--- src/rtl/lcdns_pkg.sv ---
// Shared types, command codes and timing constants for the LCD nibble sequencer.
`default_nettype none
package lcdns_pkg;

  localparam int unsigned OpcodeW = 5;
  localparam int unsigned ColW    = 6;
  localparam int unsigned RowW    = 2;
  localparam int unsigned DataW   = 8;
  localparam int unsigned NibW    = 4;
  localparam int unsigned LeadW   = 16;
  localparam int unsigned SettleW = 13;
  localparam int unsigned LinesW  = 3;
  localparam int unsigned StepW   = 4;

  localparam int unsigned InTdataW  = 24;
  localparam int unsigned OutTdataW = 40;

  localparam int unsigned MaxRowsDefault = 4;

  localparam logic [LeadW-1:0]   LeadPowerUp  = 16'd50000;
  localparam logic [SettleW-1:0] SettleWake   = 13'd4500;
  localparam logic [SettleW-1:0] SettleSlow   = 13'd2000;
  localparam logic [SettleW-1:0] SettleNormal = 13'd100;

  localparam logic [StepW-1:0] InitLastStep = 4'd13;

  // Configuration register indexes
  localparam logic [1:0] CfgNumLines = 2'd0;
  localparam logic [1:0] CfgTallFont = 2'd1;

  typedef enum logic [OpcodeW-1:0] {
    OP_INIT        = 5'd0,
    OP_CLEAR       = 5'd1,
    OP_HOME        = 5'd2,
    OP_SET_CURSOR  = 5'd3,
    OP_DISP_ON     = 5'd4,
    OP_DISP_OFF    = 5'd5,
    OP_CURSOR_ON   = 5'd6,
    OP_CURSOR_OFF  = 5'd7,
    OP_BLINK_ON    = 5'd8,
    OP_BLINK_OFF   = 5'd9,
    OP_SCROLL_L    = 5'd10,
    OP_SCROLL_R    = 5'd11,
    OP_LEFT_RIGHT  = 5'd12,
    OP_RIGHT_LEFT  = 5'd13,
    OP_AUTOSCR_ON  = 5'd14,
    OP_AUTOSCR_OFF = 5'd15,
    OP_GLYPH_LOC   = 5'd16,
    OP_WRITE_DATA  = 5'd17
  } opcode_t;

  // One queued job: either the init run (byte holds function set) or one byte.
  typedef struct packed {
    logic             is_init;
    logic             rs;
    logic             slow;
    logic [DataW-1:0] byte_val;
  } job_t;

  function automatic logic [6:0] row_base(input logic [RowW-1:0] row);
    logic [6:0] base;
    case (row)
      2'd0:    base = 7'h00;
      2'd1:    base = 7'h40;
      2'd2:    base = 7'h14;
      default: base = 7'h54;
    endcase
    return base;
  endfunction

  // Nibble for each step of the init run.
  function automatic logic [NibW-1:0] init_nibble(input logic [StepW-1:0] step,
                                                   input logic [DataW-1:0] func);
    logic [NibW-1:0] nib;
    case (step)
      4'd0, 4'd1, 4'd2: nib = 4'h3;
      4'd3:             nib = 4'h2;
      4'd4:             nib = func[7:4];
      4'd5:             nib = func[3:0];
      4'd6:             nib = 4'h0;
      4'd7:             nib = 4'h8;
      4'd8:             nib = 4'h0;
      4'd9:             nib = 4'h1;
      4'd10:            nib = 4'h0;
      4'd11:            nib = 4'h6;
      4'd12:            nib = 4'h0;
      4'd13:            nib = 4'hC;
      default:          nib = 4'h0;
    endcase
    return nib;
  endfunction

endpackage
`default_nettype wire

--- src/rtl/char_lcd_nibble_command_sequencer_core.sv ---
// Top level of the character-LCD 4-bit command sequencer.
//
//  channel | direction | transfer when          | carries
//  --------+-----------+------------------------+--------------------------------
//  in_     | in        | in_tvalid & in_tready  | one display operation
//  out_    | out       | out_tvalid & out_tready| one 4-bit bus transfer
//  cfg_    | in        | cfg_valid & cfg_ready  | register index and value
//
// Each operation yields two transfers (init yields fourteen), one per cycle from the
// output register while out_tready is high, so the bus sequencer sets the output pace.
// The front end takes operations while the four-entry job queue has room, so input
// keeps flowing while out_tready is low until the queue fills.
// Unknown opcodes are taken and dropped. Reset is synchronous; cfg_ready is always high.
`default_nettype none
module char_lcd_nibble_command_sequencer_core #(
  parameter int unsigned MAX_ROWS = lcdns_pkg::MaxRowsDefault
) (
  input  wire logic                                clk,
  input  wire logic                                rst_n,
  input  wire logic                                in_tvalid,
  output logic                                     in_tready,
  // [4:0] opcode, [10:5] col, [12:11] row, [20:13] data_value, [23:21] zero
  input  wire logic [lcdns_pkg::InTdataW-1:0]      in_tdata,
  output logic                                     out_tvalid,
  input  wire logic                                out_tready,
  // [3:0] nibble, [19:4] lead_wait_us, [32:20] settle_wait_us, [39:33] zero
  output logic [lcdns_pkg::OutTdataW-1:0]          out_tdata,
  // [0] reg_select
  output logic                                     out_tuser,
  output logic                                     out_tlast,
  input  wire logic                                cfg_valid,
  output logic                                     cfg_ready,
  input  wire logic [1:0]                          cfg_index,
  input  wire logic [lcdns_pkg::LinesW-1:0]        cfg_data
);
  import lcdns_pkg::*;

  logic               q_push, q_full, q_ne, q_pop;
  job_t               push_job, head_job;
  logic [NibW-1:0]    nib;
  logic [LeadW-1:0]   lead;
  logic [SettleW-1:0] settle;

  assign cfg_ready = 1'b1;

  lcdns_front #(.MAX_ROWS(MAX_ROWS)) u_front (
    .clk       (clk),
    .rst_n     (rst_n),
    .cfg_valid (cfg_valid),
    .cfg_index (cfg_index),
    .cfg_data  (cfg_data),
    .op_valid  (in_tvalid),
    .op_code   (in_tdata[4:0]),
    .op_col    (in_tdata[10:5]),
    .op_row    (in_tdata[12:11]),
    .op_data   (in_tdata[20:13]),
    .q_full    (q_full),
    .op_ready  (in_tready),
    .q_push    (q_push),
    .q_job     (push_job)
  );

  lcdns_fifo u_fifo (
    .clk       (clk),
    .rst_n     (rst_n),
    .push      (q_push),
    .push_job  (push_job),
    .pop       (q_pop),
    .full      (q_full),
    .not_empty (q_ne),
    .head_job  (head_job)
  );

  lcdns_back u_back (
    .clk        (clk),
    .rst_n      (rst_n),
    .job_valid  (q_ne),
    .job        (head_job),
    .job_pop    (q_pop),
    .out_valid  (out_tvalid),
    .out_ready  (out_tready),
    .out_rs     (out_tuser),
    .out_nib    (nib),
    .out_lead   (lead),
    .out_settle (settle),
    .out_last   (out_tlast)
  );

  assign out_tdata = {7'd0, settle, lead, nib};

endmodule
`default_nettype wire

--- src/rtl/lcdns_front.sv ---
// Front end: takes operations, tracks mode bits and config, builds queued jobs.
`default_nettype none
module lcdns_front #(
  parameter int unsigned MAX_ROWS = lcdns_pkg::MaxRowsDefault
) (
  input  wire logic                            clk,
  input  wire logic                            rst_n,
  input  wire logic                            cfg_valid,
  input  wire logic [1:0]                      cfg_index,
  input  wire logic [lcdns_pkg::LinesW-1:0]    cfg_data,
  input  wire logic                            op_valid,
  input  wire logic [lcdns_pkg::OpcodeW-1:0]   op_code,
  input  wire logic [lcdns_pkg::ColW-1:0]      op_col,
  input  wire logic [lcdns_pkg::RowW-1:0]      op_row,
  input  wire logic [lcdns_pkg::DataW-1:0]     op_data,
  input  wire logic                            q_full,
  output logic                                 op_ready,
  output logic                                 q_push,
  output lcdns_pkg::job_t                      q_job
);
  import lcdns_pkg::*;

  localparam logic [LinesW-1:0] MaxLines = LinesW'(MAX_ROWS);

  logic [LinesW-1:0] num_lines_r;
  logic              tall_font_r;
  logic [2:0]        disp_r, disp_nxt;
  logic [1:0]        entry_r, entry_nxt;

  logic              take;
  logic              known;
  logic [LinesW-1:0] lines, lines_cap;
  logic [RowW-1:0]   row_cl;
  logic [6:0]        addr;
  logic [DataW-1:0]  func;

  assign op_ready = !q_full;
  assign take     = op_valid && op_ready;
  assign q_push   = take && known;

  always_comb begin
    lines     = (num_lines_r == '0) ? LinesW'(1) : num_lines_r;
    lines_cap = (lines > MaxLines) ? MaxLines : lines;
    if ({1'b0, op_row} >= lines_cap) begin
      row_cl = RowW'(lines_cap - LinesW'(1));
    end else begin
      row_cl = op_row;
    end
    addr = 7'(op_col) + row_base(row_cl);
    func = 8'h20;
    if (lines > LinesW'(1)) func[3] = 1'b1;
    if (tall_font_r && lines == LinesW'(1)) func[2] = 1'b1;
  end

  always_comb begin
    disp_nxt         = disp_r;
    entry_nxt        = entry_r;
    known            = 1'b1;
    q_job.is_init    = 1'b0;
    q_job.rs         = 1'b0;
    q_job.slow       = 1'b0;
    q_job.byte_val   = '0;
    case (op_code)
      OP_INIT: begin
        q_job.is_init  = 1'b1;
        q_job.byte_val = func;
        disp_nxt       = 3'b100;
        entry_nxt      = 2'b10;
      end
      OP_CLEAR: begin
        q_job.slow     = 1'b1;
        q_job.byte_val = 8'h01;
      end
      OP_HOME: begin
        q_job.slow     = 1'b1;
        q_job.byte_val = 8'h02;
      end
      OP_SET_CURSOR: q_job.byte_val = {1'b1, addr};
      OP_DISP_ON, OP_DISP_OFF, OP_CURSOR_ON, OP_CURSOR_OFF,
      OP_BLINK_ON, OP_BLINK_OFF: begin
        case (op_code)
          OP_DISP_ON:    disp_nxt[2] = 1'b1;
          OP_DISP_OFF:   disp_nxt[2] = 1'b0;
          OP_CURSOR_ON:  disp_nxt[1] = 1'b1;
          OP_CURSOR_OFF: disp_nxt[1] = 1'b0;
          OP_BLINK_ON:   disp_nxt[0] = 1'b1;
          default:       disp_nxt[0] = 1'b0;
        endcase
        q_job.byte_val = {5'b00001, disp_nxt};
      end
      OP_SCROLL_L: q_job.byte_val = 8'h18;
      OP_SCROLL_R: q_job.byte_val = 8'h1C;
      OP_LEFT_RIGHT, OP_RIGHT_LEFT, OP_AUTOSCR_ON, OP_AUTOSCR_OFF: begin
        case (op_code)
          OP_LEFT_RIGHT: entry_nxt[1] = 1'b1;
          OP_RIGHT_LEFT: entry_nxt[1] = 1'b0;
          OP_AUTOSCR_ON: entry_nxt[0] = 1'b1;
          default:       entry_nxt[0] = 1'b0;
        endcase
        q_job.byte_val = {6'b000001, entry_nxt};
      end
      OP_GLYPH_LOC:  q_job.byte_val = {2'b01, op_data[2:0], 3'b000};
      OP_WRITE_DATA: begin
        q_job.rs       = 1'b1;
        q_job.byte_val = op_data;
      end
      default: known = 1'b0;
    endcase
  end

  always_ff @(posedge clk) begin
    if (!rst_n) begin
      num_lines_r <= LinesW'(2);
      tall_font_r <= 1'b0;
      disp_r      <= '0;
      entry_r     <= '0;
    end else begin
      if (cfg_valid) begin
        case (cfg_index)
          CfgNumLines: num_lines_r <= cfg_data;
          CfgTallFont: tall_font_r <= cfg_data[0];
          default: ;
        endcase
      end
      if (q_push) begin
        disp_r  <= disp_nxt;
        entry_r <= entry_nxt;
      end
    end
  end

endmodule
`default_nettype wire

--- src/rtl/lcdns_fifo.sv ---
// Short job queue between front end and bus sequencer.
`default_nettype none
module lcdns_fifo (
  input  wire logic             clk,
  input  wire logic             rst_n,
  input  wire logic             push,
  input  wire lcdns_pkg::job_t  push_job,
  input  wire logic             pop,
  output logic                  full,
  output logic                  not_empty,
  output lcdns_pkg::job_t       head_job
);
  import lcdns_pkg::*;

  localparam int unsigned Depth = 4;
  localparam int unsigned PtrW  = $clog2(Depth);

  job_t            mem_r [Depth];
  logic [PtrW-1:0] wptr_r, rptr_r;
  logic [PtrW:0]   count_r;

  assign full      = (count_r == (PtrW+1)'(Depth));
  assign not_empty = (count_r != '0);
  assign head_job  = mem_r[rptr_r];

  always_ff @(posedge clk) begin
    if (push) mem_r[wptr_r] <= push_job;
  end

  always_ff @(posedge clk) begin
    if (!rst_n) begin
      wptr_r  <= '0;
      rptr_r  <= '0;
      count_r <= '0;
    end else begin
      if (push) wptr_r <= wptr_r + PtrW'(1);
      if (pop)  rptr_r <= rptr_r + PtrW'(1);
      case ({push, pop})
        2'b10:   count_r <= count_r + (PtrW+1)'(1);
        2'b01:   count_r <= count_r - (PtrW+1)'(1);
        default: ;
      endcase
    end
  end

endmodule
`default_nettype wire

--- src/rtl/lcdns_back.sv ---
// Back end: expands each job into nibble transfers into an output register.
`default_nettype none
module lcdns_back (
  input  wire logic                           clk,
  input  wire logic                           rst_n,
  input  wire logic                           job_valid,
  input  wire lcdns_pkg::job_t                job,
  output logic                                job_pop,
  output logic                                out_valid,
  input  wire logic                           out_ready,
  output logic                                out_rs,
  output logic [lcdns_pkg::NibW-1:0]          out_nib,
  output logic [lcdns_pkg::LeadW-1:0]         out_lead,
  output logic [lcdns_pkg::SettleW-1:0]       out_settle,
  output logic                                out_last
);
  import lcdns_pkg::*;

  logic               valid_r;
  logic [StepW-1:0]   step_r;
  logic               rs_r, last_r;
  logic [NibW-1:0]    nib_r;
  logic [LeadW-1:0]   lead_r;
  logic [SettleW-1:0] settle_r;

  logic               load;
  logic               fin;
  logic [NibW-1:0]    nib_c;
  logic [LeadW-1:0]   lead_c;
  logic [SettleW-1:0] settle_c;

  assign load    = job_valid && (!valid_r || out_ready);
  assign job_pop = load && fin;

  always_comb begin
    lead_c   = '0;
    settle_c = SettleNormal;
    if (job.is_init) begin
      fin   = (step_r == InitLastStep);
      nib_c = init_nibble(step_r, job.byte_val);
      if (step_r == '0) begin
        lead_c   = LeadPowerUp;
        settle_c = SettleWake;
      end else if (step_r == StepW'(9)) begin
        settle_c = SettleSlow;
      end
    end else begin
      fin   = step_r[0];
      nib_c = step_r[0] ? job.byte_val[3:0] : job.byte_val[7:4];
      if (step_r[0] && job.slow) settle_c = SettleSlow;
    end
  end

  always_ff @(posedge clk) begin
    if (!rst_n) begin
      valid_r <= 1'b0;
      step_r  <= '0;
    end else begin
      if (load) begin
        valid_r <= 1'b1;
        step_r  <= fin ? '0 : step_r + StepW'(1);
      end else if (out_ready) begin
        valid_r <= 1'b0;
      end
    end
  end

  always_ff @(posedge clk) begin
    if (load) begin
      rs_r     <= job.rs;
      nib_r    <= nib_c;
      lead_r   <= lead_c;
      settle_r <= settle_c;
      last_r   <= fin;
    end
  end

  assign out_valid  = valid_r;
  assign out_rs     = rs_r;
  assign out_nib    = nib_r;
  assign out_lead   = lead_r;
  assign out_settle = settle_r;
  assign out_last   = last_r;

endmodule
`default_nettype wire
--- config.mk ---
export PLATFORM = sky130hd
export DESIGN_NAME = char_lcd_nibble_command_sequencer_core
export DESIGN_NICKNAME = d
export VERILOG_FILES = /design/src/rtl/lcdns_pkg.sv /design/src/rtl/char_lcd_nibble_command_sequencer_core.sv /design/src/rtl/lcdns_front.sv /design/src/rtl/lcdns_fifo.sv /design/src/rtl/lcdns_back.sv
export SDC_FILE = /design/constraint.sdc
export NUM_CORES = 1
export LEC_CHECK = 0
export BUFFER_PORTS_ARGS = -buffer_cell sky130_fd_sc_hd__buf_2
export CELL_PAD_IN_SITES_DETAIL_PLACEMENT = 1
export CELL_PAD_IN_SITES_GLOBAL_PLACEMENT = 2
export CORE_UTILIZATION = 38
export CTS_CLUSTER_DIAMETER = 30
export DETAILED_ROUTE_END_ITERATION = 16
export GPL_TIMING_DRIVEN = 0
export PLACE_DENSITY = 0.82
export SETUP_SLACK_MARGIN = 0.5
export SYNTH_ARGS = -nofsm -noshare
export SYNTH_HDL_FRONTEND = slang
export SYNTH_HIERARCHICAL = 1
export SYNTH_SLANG_ARGS = --single-unit
--- constraint.sdc ---
create_clock -name clk -period 4.3 [get_ports clk]
set_input_delay 0.645 -clock clk [delete_from_list [all_inputs] [get_ports clk]]
set_output_delay 0.645 -clock clk [all_outputs]
set_load 0.1 [all_outputs]
## Word level (Yosys, flattened, before mapping)

Memories as Yosys holds them, arrays and structs flattened. A register that Yosys moved wholly into a read port is not among the register bits.
Cells that the tools add are included.

- Bits in registers: 56
- Latch bits: 0
- Memory bits (writable): 44
- Bits in read-only memories: 0
- Input port bits: 34
- Output and inout bits: 45
- Logic and storage cells: 123
- Memories: 1

Memory list:

| memory | depth | bits a word | read ports | clocked after Yosys merged registers in | write ports | RTL line | source |
|---|---|---|---|---|---|---|---|
| u_fifo.mem_r | 4 | 11 | 1 | 1 | 1 | lcdns_fifo.sv:18 | `job_t mem_r [Depth];` |

- Add/subtract/negate cells: 7
- Multipliers: 0
- Div/mod/pow operators: 0
- Magnitude comparators: 3
- Equal/unequal tests: 33
- Shift operators: 0
- Multiplexer cells: 35
- Bitwise operators: 0
- Reductions and logical operators: 30

Operator list:

| operator | count |
|---|---|
| 8-bit case mux with 10 select lines | 1 |
| 5-bit by 4-bit == test with 1-bit output (second input constant) | 8 |
| 4-bit case mux with 8 select lines | 1 |
| 13-bit two-way mux | 2 |
| 11-bit two-way mux | 2 |
| 7-bit case mux with 3 select lines | 1 |
| 5-bit by 3-bit == test with 1-bit output (second input constant) | 4 |
| 18-bit OR reduction | 1 |
| 16-bit two-way mux | 1 |
| 4-bit by 3-bit == test with 1-bit output (second input constant) | 3 |
| 4-bit == test (second input constant) | 3 |
| 4-bit two-way mux | 3 |
| 3-bit case mux with 2 select lines | 2 |
| 1-bit two-way mux | 11 |
| 5-bit by 2-bit == test with 1-bit output (second input constant) | 2 |
| 5-bit == test (second input constant) | 2 |
| 1-bit case mux with 2 select lines | 5 |
| 4-bit by 2-bit == test with 1-bit output (second input constant) | 2 |
| 2-bit AND reduction | 4 |
| 2-bit nonzero test | 4 |
| 4-bit OR reduction | 2 |
| 6-bit by 7-bit adder with 7-bit output | 1 |
| 2-bit by 1-bit == test with 1-bit output (second input constant) | 3 |
| 1-bit logical AND | 6 |
| 26 further kinds | 34 |

## Depth between registers and ports, before layout

- Word-level depth: 10
- Mapped depth: 13
- Depth with buffers taken out: 13

## Modules after synthesis

Netlist, hierarchy kept.

By module, submodules not included:

| module | instances | cells each | area each (sq um) | seq. area each (sq um) |
|---|---|---|---|---|
| lcdns_fifo | 1 | 99 | 2031.9 | 1501.4 |
| lcdns_back | 1 | 117 | 1123.6 | 460.4 |
| lcdns_front | 1 | 141 | 1036.0 | 180.2 |
| char_lcd_nibble_command_sequencer_core | 1 | 10 | 67.6 | 0.0 |

## Worst setup path before layout

Ideal clock, no wire load.

- Kind: input to register
- Start point: input in_tdata[2] in the netlist's numbering
- End point: register u_fifo.count_r[2]
- Library setup time: 0.076 ns
- Arrival: 2.694 ns
- Required time: 4.224 ns
- Slack: 1.530 ns
- Stages on the path: 9
- Buffers on the path: 1
- Cell sequence: buf_2 -> or3_1 -> a21oi_2 -> inv_1 -> ha_1 -> fa_1 -> xnor2_1 -> or3_1 -> a21boi_0

- Longest elaborated chain between the ends: 6
- Elaborated cells between the ends (all ways): 25
- Classes of those cells: eq/ne (19); mux (2); reduce/logical (4)

Ends and longest elaborated chain:

| element | RTL line | source |
|---|---|---|
| start: declaration | char_lcd_nibble_command_sequencer_core.sv:23 | `input wire logic [lcdns_pkg::InTdataW-1:0] in_tdata,` |
| 5-bit by 2-bit == test with 1-bit output (tied with other cells) | lcdns_front.sv:63 | `case (op_code)` |
| 18-bit OR reduction (no source line) (*) | - |  |
| 1-bit two-way mux (*) | lcdns_front.sv:63 |  |
| 1-bit logical AND (*) | lcdns_front.sv:39 | `assign q_push = take && known;` |
| net q_push | char_lcd_nibble_command_sequencer_core.sv:38 | `logic q_push, q_full, q_ne, q_pop;` |
| 2-bit by 1-bit == test with 1-bit output / 2-bit == test (equally long branches) | lcdns_fifo.sv:38 | `case ({push, pop})` |
| 3-bit case mux with 2 select lines / 2-bit nonzero test (equally long branches) | - |  |
| end signal: assignment | lcdns_fifo.sv:39 | `2'b10: count_r <= count_r + (PtrW+1)'(1);` |
| end signal: assignment | lcdns_fifo.sv:40 | `2'b01: count_r <= count_r - (PtrW+1)'(1);` |
| end: declaration | lcdns_fifo.sv:20 | `logic [PtrW:0] count_r;` |

Mark *: on every way through the listed nets, which the timed path passes. The rest lies on a longest branch.
A chain may end at the register's enable or synchronous reset.

==> impl_metrics.json <==
{
  "row_count": 38,
  "drive_gt1_frac": 0.289,
  "min_from": "u_front/disp_r[1]$_SDFFE_PN0P_",
  "synth-edff-count": 56,
  "htreeDepth": 3,
  "nFillCells": 1221,
  "switching_share": 0.373,
  "clkSinkCount": 79,
  "cap_violations": 0,
  "die_y_um": 108,
  "netlist_instances": 367,
  "cts-resized-gates": 0,
  "synth.area.mux_share": 0.0852,
  "finalSetupTns_ns": 0,
  "hold_path_class": "flip-flop to flip-flop",
  "timing.rr.end": "u_fifo/count_r[2]$_SDFFE_PN0P_",
  "synth-xor-area-share": 0.0185,
  "grt_remaining_overflow": 0,
  "min_to": "u_front/disp_r[1]$_SDFFE_PN0P_",
  "finalWirelength_um": 9230,
  "slew-limit-headroom": 0.591,
  "cp-end-kind": "flip-flop",
  "worstMarginPinSlew_ns": 0.614,
  "grt_pass1_vias": 3072,
  "start_util": 0.391,
  "core_sq_mm": 0.0109,
  "firstDrtPassIters": 4,
  "vias_per_cell": 5.06,
  "clkTransAtPathRegs_ns": 0.08,
  "grt_usage": 0.171,
  "synth.distinct_cells": 58,
  "postRouteAntennaNets": 0,
  "dp.cells": 578,
  "areaGrowthSynthToFinish_pct": 16.5,
  "antenna_found_initial": 0,
  "period_minus_slack_ns": 2.88,
  "grt_max_degree": 17,
  "drtIter0Drc": 63,
  "fmax_ghz": 0.347,
  "p_total_uw": 2040,
  "die_x_um": 108,
  "synth_seq_cells": 79,
  "synthFlopType": "edfxtp_1",
  "synth_area_per_cell_sq_um": 11.6,
  "vias": 3003,
  "diodes": 0,
  "io-pin-count": 79,
  "drt-wirelength-per-cell_um": 15.5,
  "die_area_sq_mm": 0.0116,
  "cellLeakagePower_uw": 0.00198,
  "outcome": "completed",
  "dp_hpwl_um": 7010,
  "place.port_buffers": 52,
  "ys_seq_area_frac": 0.503,
  "startpoint_type": "flip-flop",
  "clockPowerShare": 0.268,
  "power_frac_seq": 0.432,
  "async_flop_share": 0,
  "yosys_warnings": 6,
  "p_comb_frac": 0.300,
  "postCtsHoldBufs": 0,
  "grt_setup_unrepaired": "false",
  "rr_worst_depth": 10,
  "ir_drop_v": 0.000226,
  "worstSkewPairLatency_ns": 0.36,
  "nNetsFinal": 498,
  "path_max_fanout": 10,
  "drv_slew": 0,
  "fin_skew_ns": 0.0223,
  "final_util": 0.456,
  "postCtsSetupRepairBufs": 0,
  "synthAdderAreaFrac": 0.0458,
  "cts-buffers-inserted": 9,
  "p_sw_uw": 761,
  "syn-cell-area_sq_mm": 0.00426,
  "p_int_uw": 1280,
  "place.gp.congestion": 0.805,
  "r2r_slack_ns": 1.42,
  "dpl_worst_slack_ns": 1.13,
  "synth_top_family_by_area": "simple AND/OR/NAND/NOR gates",
  "finalCritPeriodShare": 0.669,
  "grt_pass1_wl_um": 15000,
  "drc_errors": 0,
  "setup_viol": 0,
  "cts_tree": "built",
  "min_delay_path_depth": 2,
  "setup_slack_ns": 1.42,
  "hold_viol": 0,
  "synth-simple-area-share": 0.142,
  "synth_compound_area_frac": 0.103,
  "worstPathRequired_ns": 4.57,
  "powerDensity_mw_per_mm2": 411,
  "cts_root_buffer": "clkbuf_8",
  "critical_path_arrival_ns": 3.14,
  "clockBufferDepth": 2,
  "crit_type": "flip-flop to flip-flop",
  "stdcell_count": 594
}
cell usage in the layout (no fill, tap or decap), types with 7 or more instances in the layout:
master    instances
o21ai_0          14
buf_4            33
clkbuf_8         10
nor2b_1           9
nand2_1          20
dfxtp_1          23
edfxtp_1         56
conb_1           22
buf_2            57
nand2b_1          8
nor3_1            7
ha_1             14
mux2i_1          10
a21oi_1          13
and2_1           10
nand3_1           9
mux4_2           10
nor2_1           19
inv_1            19
kinds of logic (layout without fill, tap and decap cells):
kind of cell,after synthesis,in the layout
buffers and inverters,66,134
AO/OA/AOI/OAI,66,66
XOR/XNOR,9,9
adder cells (fa/ha/maj),15,15
AND/OR/NAND/NOR,107,107
other,3,22
flip-flops,79,79
multiplexers,22,22
power groups by stage:
stage               combinational, uW  sequential [uW]  clock (uW)
floorplan                         387             1030           0
global placement                  607              898           0
detailed placement                616              902           0
CTS                               617              884         562
global route                      651              888         588
finish                            611              883         547
flip-flops by register name (all words and copies together) (netlist names), 2 cells and up, named ones only:
register and flops:
u_front/disp_r 3, u_fifo/rptr_r 2, u_back/out_nib 4, u_front/num_lines_r 3
u_back/out_settle 5, u_fifo/wptr_r 2, u_fifo/mem_r 44, u_fifo/count_r 3
u_front/entry_r 2, u_back/step_r 4
Yosys cell counts (9+ instances only):
| library cell | n | area, sq um |
|---|---|---|
| mux4_2 | 10 | 225 |
| a21oi_1 | 13 | 65.1 |
| inv_1 | 19 | 71.3 |
| nor2_1 | 19 | 71.3 |
| nand3_1 | 9 | 45.0 |
| and2_1 | 10 | 62.6 |
| mux2i_1 | 10 | 100 |
| ha_1 | 14 | 175 |
| o21ai_0 | 14 | 70.1 |
| dfxtp_1 | 23 | 460 |
| buf_4 | 33 | 248 |
| nand2_1 | 20 | 75.1 |
| nor2b_1 | 9 | 56.3 |
| edfxtp_1 | 56 | 1680 |
routing by layer:
layer  track usage  wire length, um  share of wire
met1         0.195             4010           0.43
met2         0.323             4830           0.52
met3        0.0345              334          0.036
met4        0.0391               64         0.0069
met5             0                0              0
per-stage QoR:
stage                     hold WS [ns]  instance area, sq um
final                            0.483                  4960
after global routing             0.507                  4960
after floorplan                  0.433                  4330
after global placement           0.442                  4770
after CTS                        0.474                  4960
after detailed placement         0.463                  4770
critical path, cell delays in order, from the launching register on:
cell      delay (ns)
dfxtp_1         0.36
buf_6           0.20
mux4_2          0.55
and4_4          0.21
nor2_4          0.15
nor2_1          0.11
ha_1            0.24
fa_1            0.38
xnor2_1         0.14
or3_1           0.30
a21boi_0        0.17
area by class of cell:
class	instances	area, sq um	share of cell area
Buffer	47	354	0.0714
Clock buffer	10	128	0.0257
Clock inverter	6	68.8	0.0139
Inverter	19	71.3	0.0144
Multi-Input combinational cell	241	1760	0.355
Sequential cell	79	2140	0.432
Tap cell	140	175	0.0353
Timing Repair Buffer	52	260	0.0524
worst max path at each step:
| stage | start | end | depth (start not counted) |
|---|---|---|---|
| after floorplan | in_tdata[2] | u_fifo/count_r[2]$_SDFFE_PN0P_ | 9 |
| after global placement | in_tdata[2] | u_fifo/count_r[2]$_SDFFE_PN0P_ | 10 |
| after detailed placement | in_tdata[2] | u_fifo/count_r[2]$_SDFFE_PN0P_ | 10 |
| after CTS | flip-flop | u_fifo/count_r[2]$_SDFFE_PN0P_ | 10 |
| after global routing | flip-flop | u_fifo/count_r[2]$_SDFFE_PN0P_ | 10 |
| final | flip-flop | u_fifo/count_r[2]$_SDFFE_PN0P_ | 10 |
(Power assumes the default switching activity.)
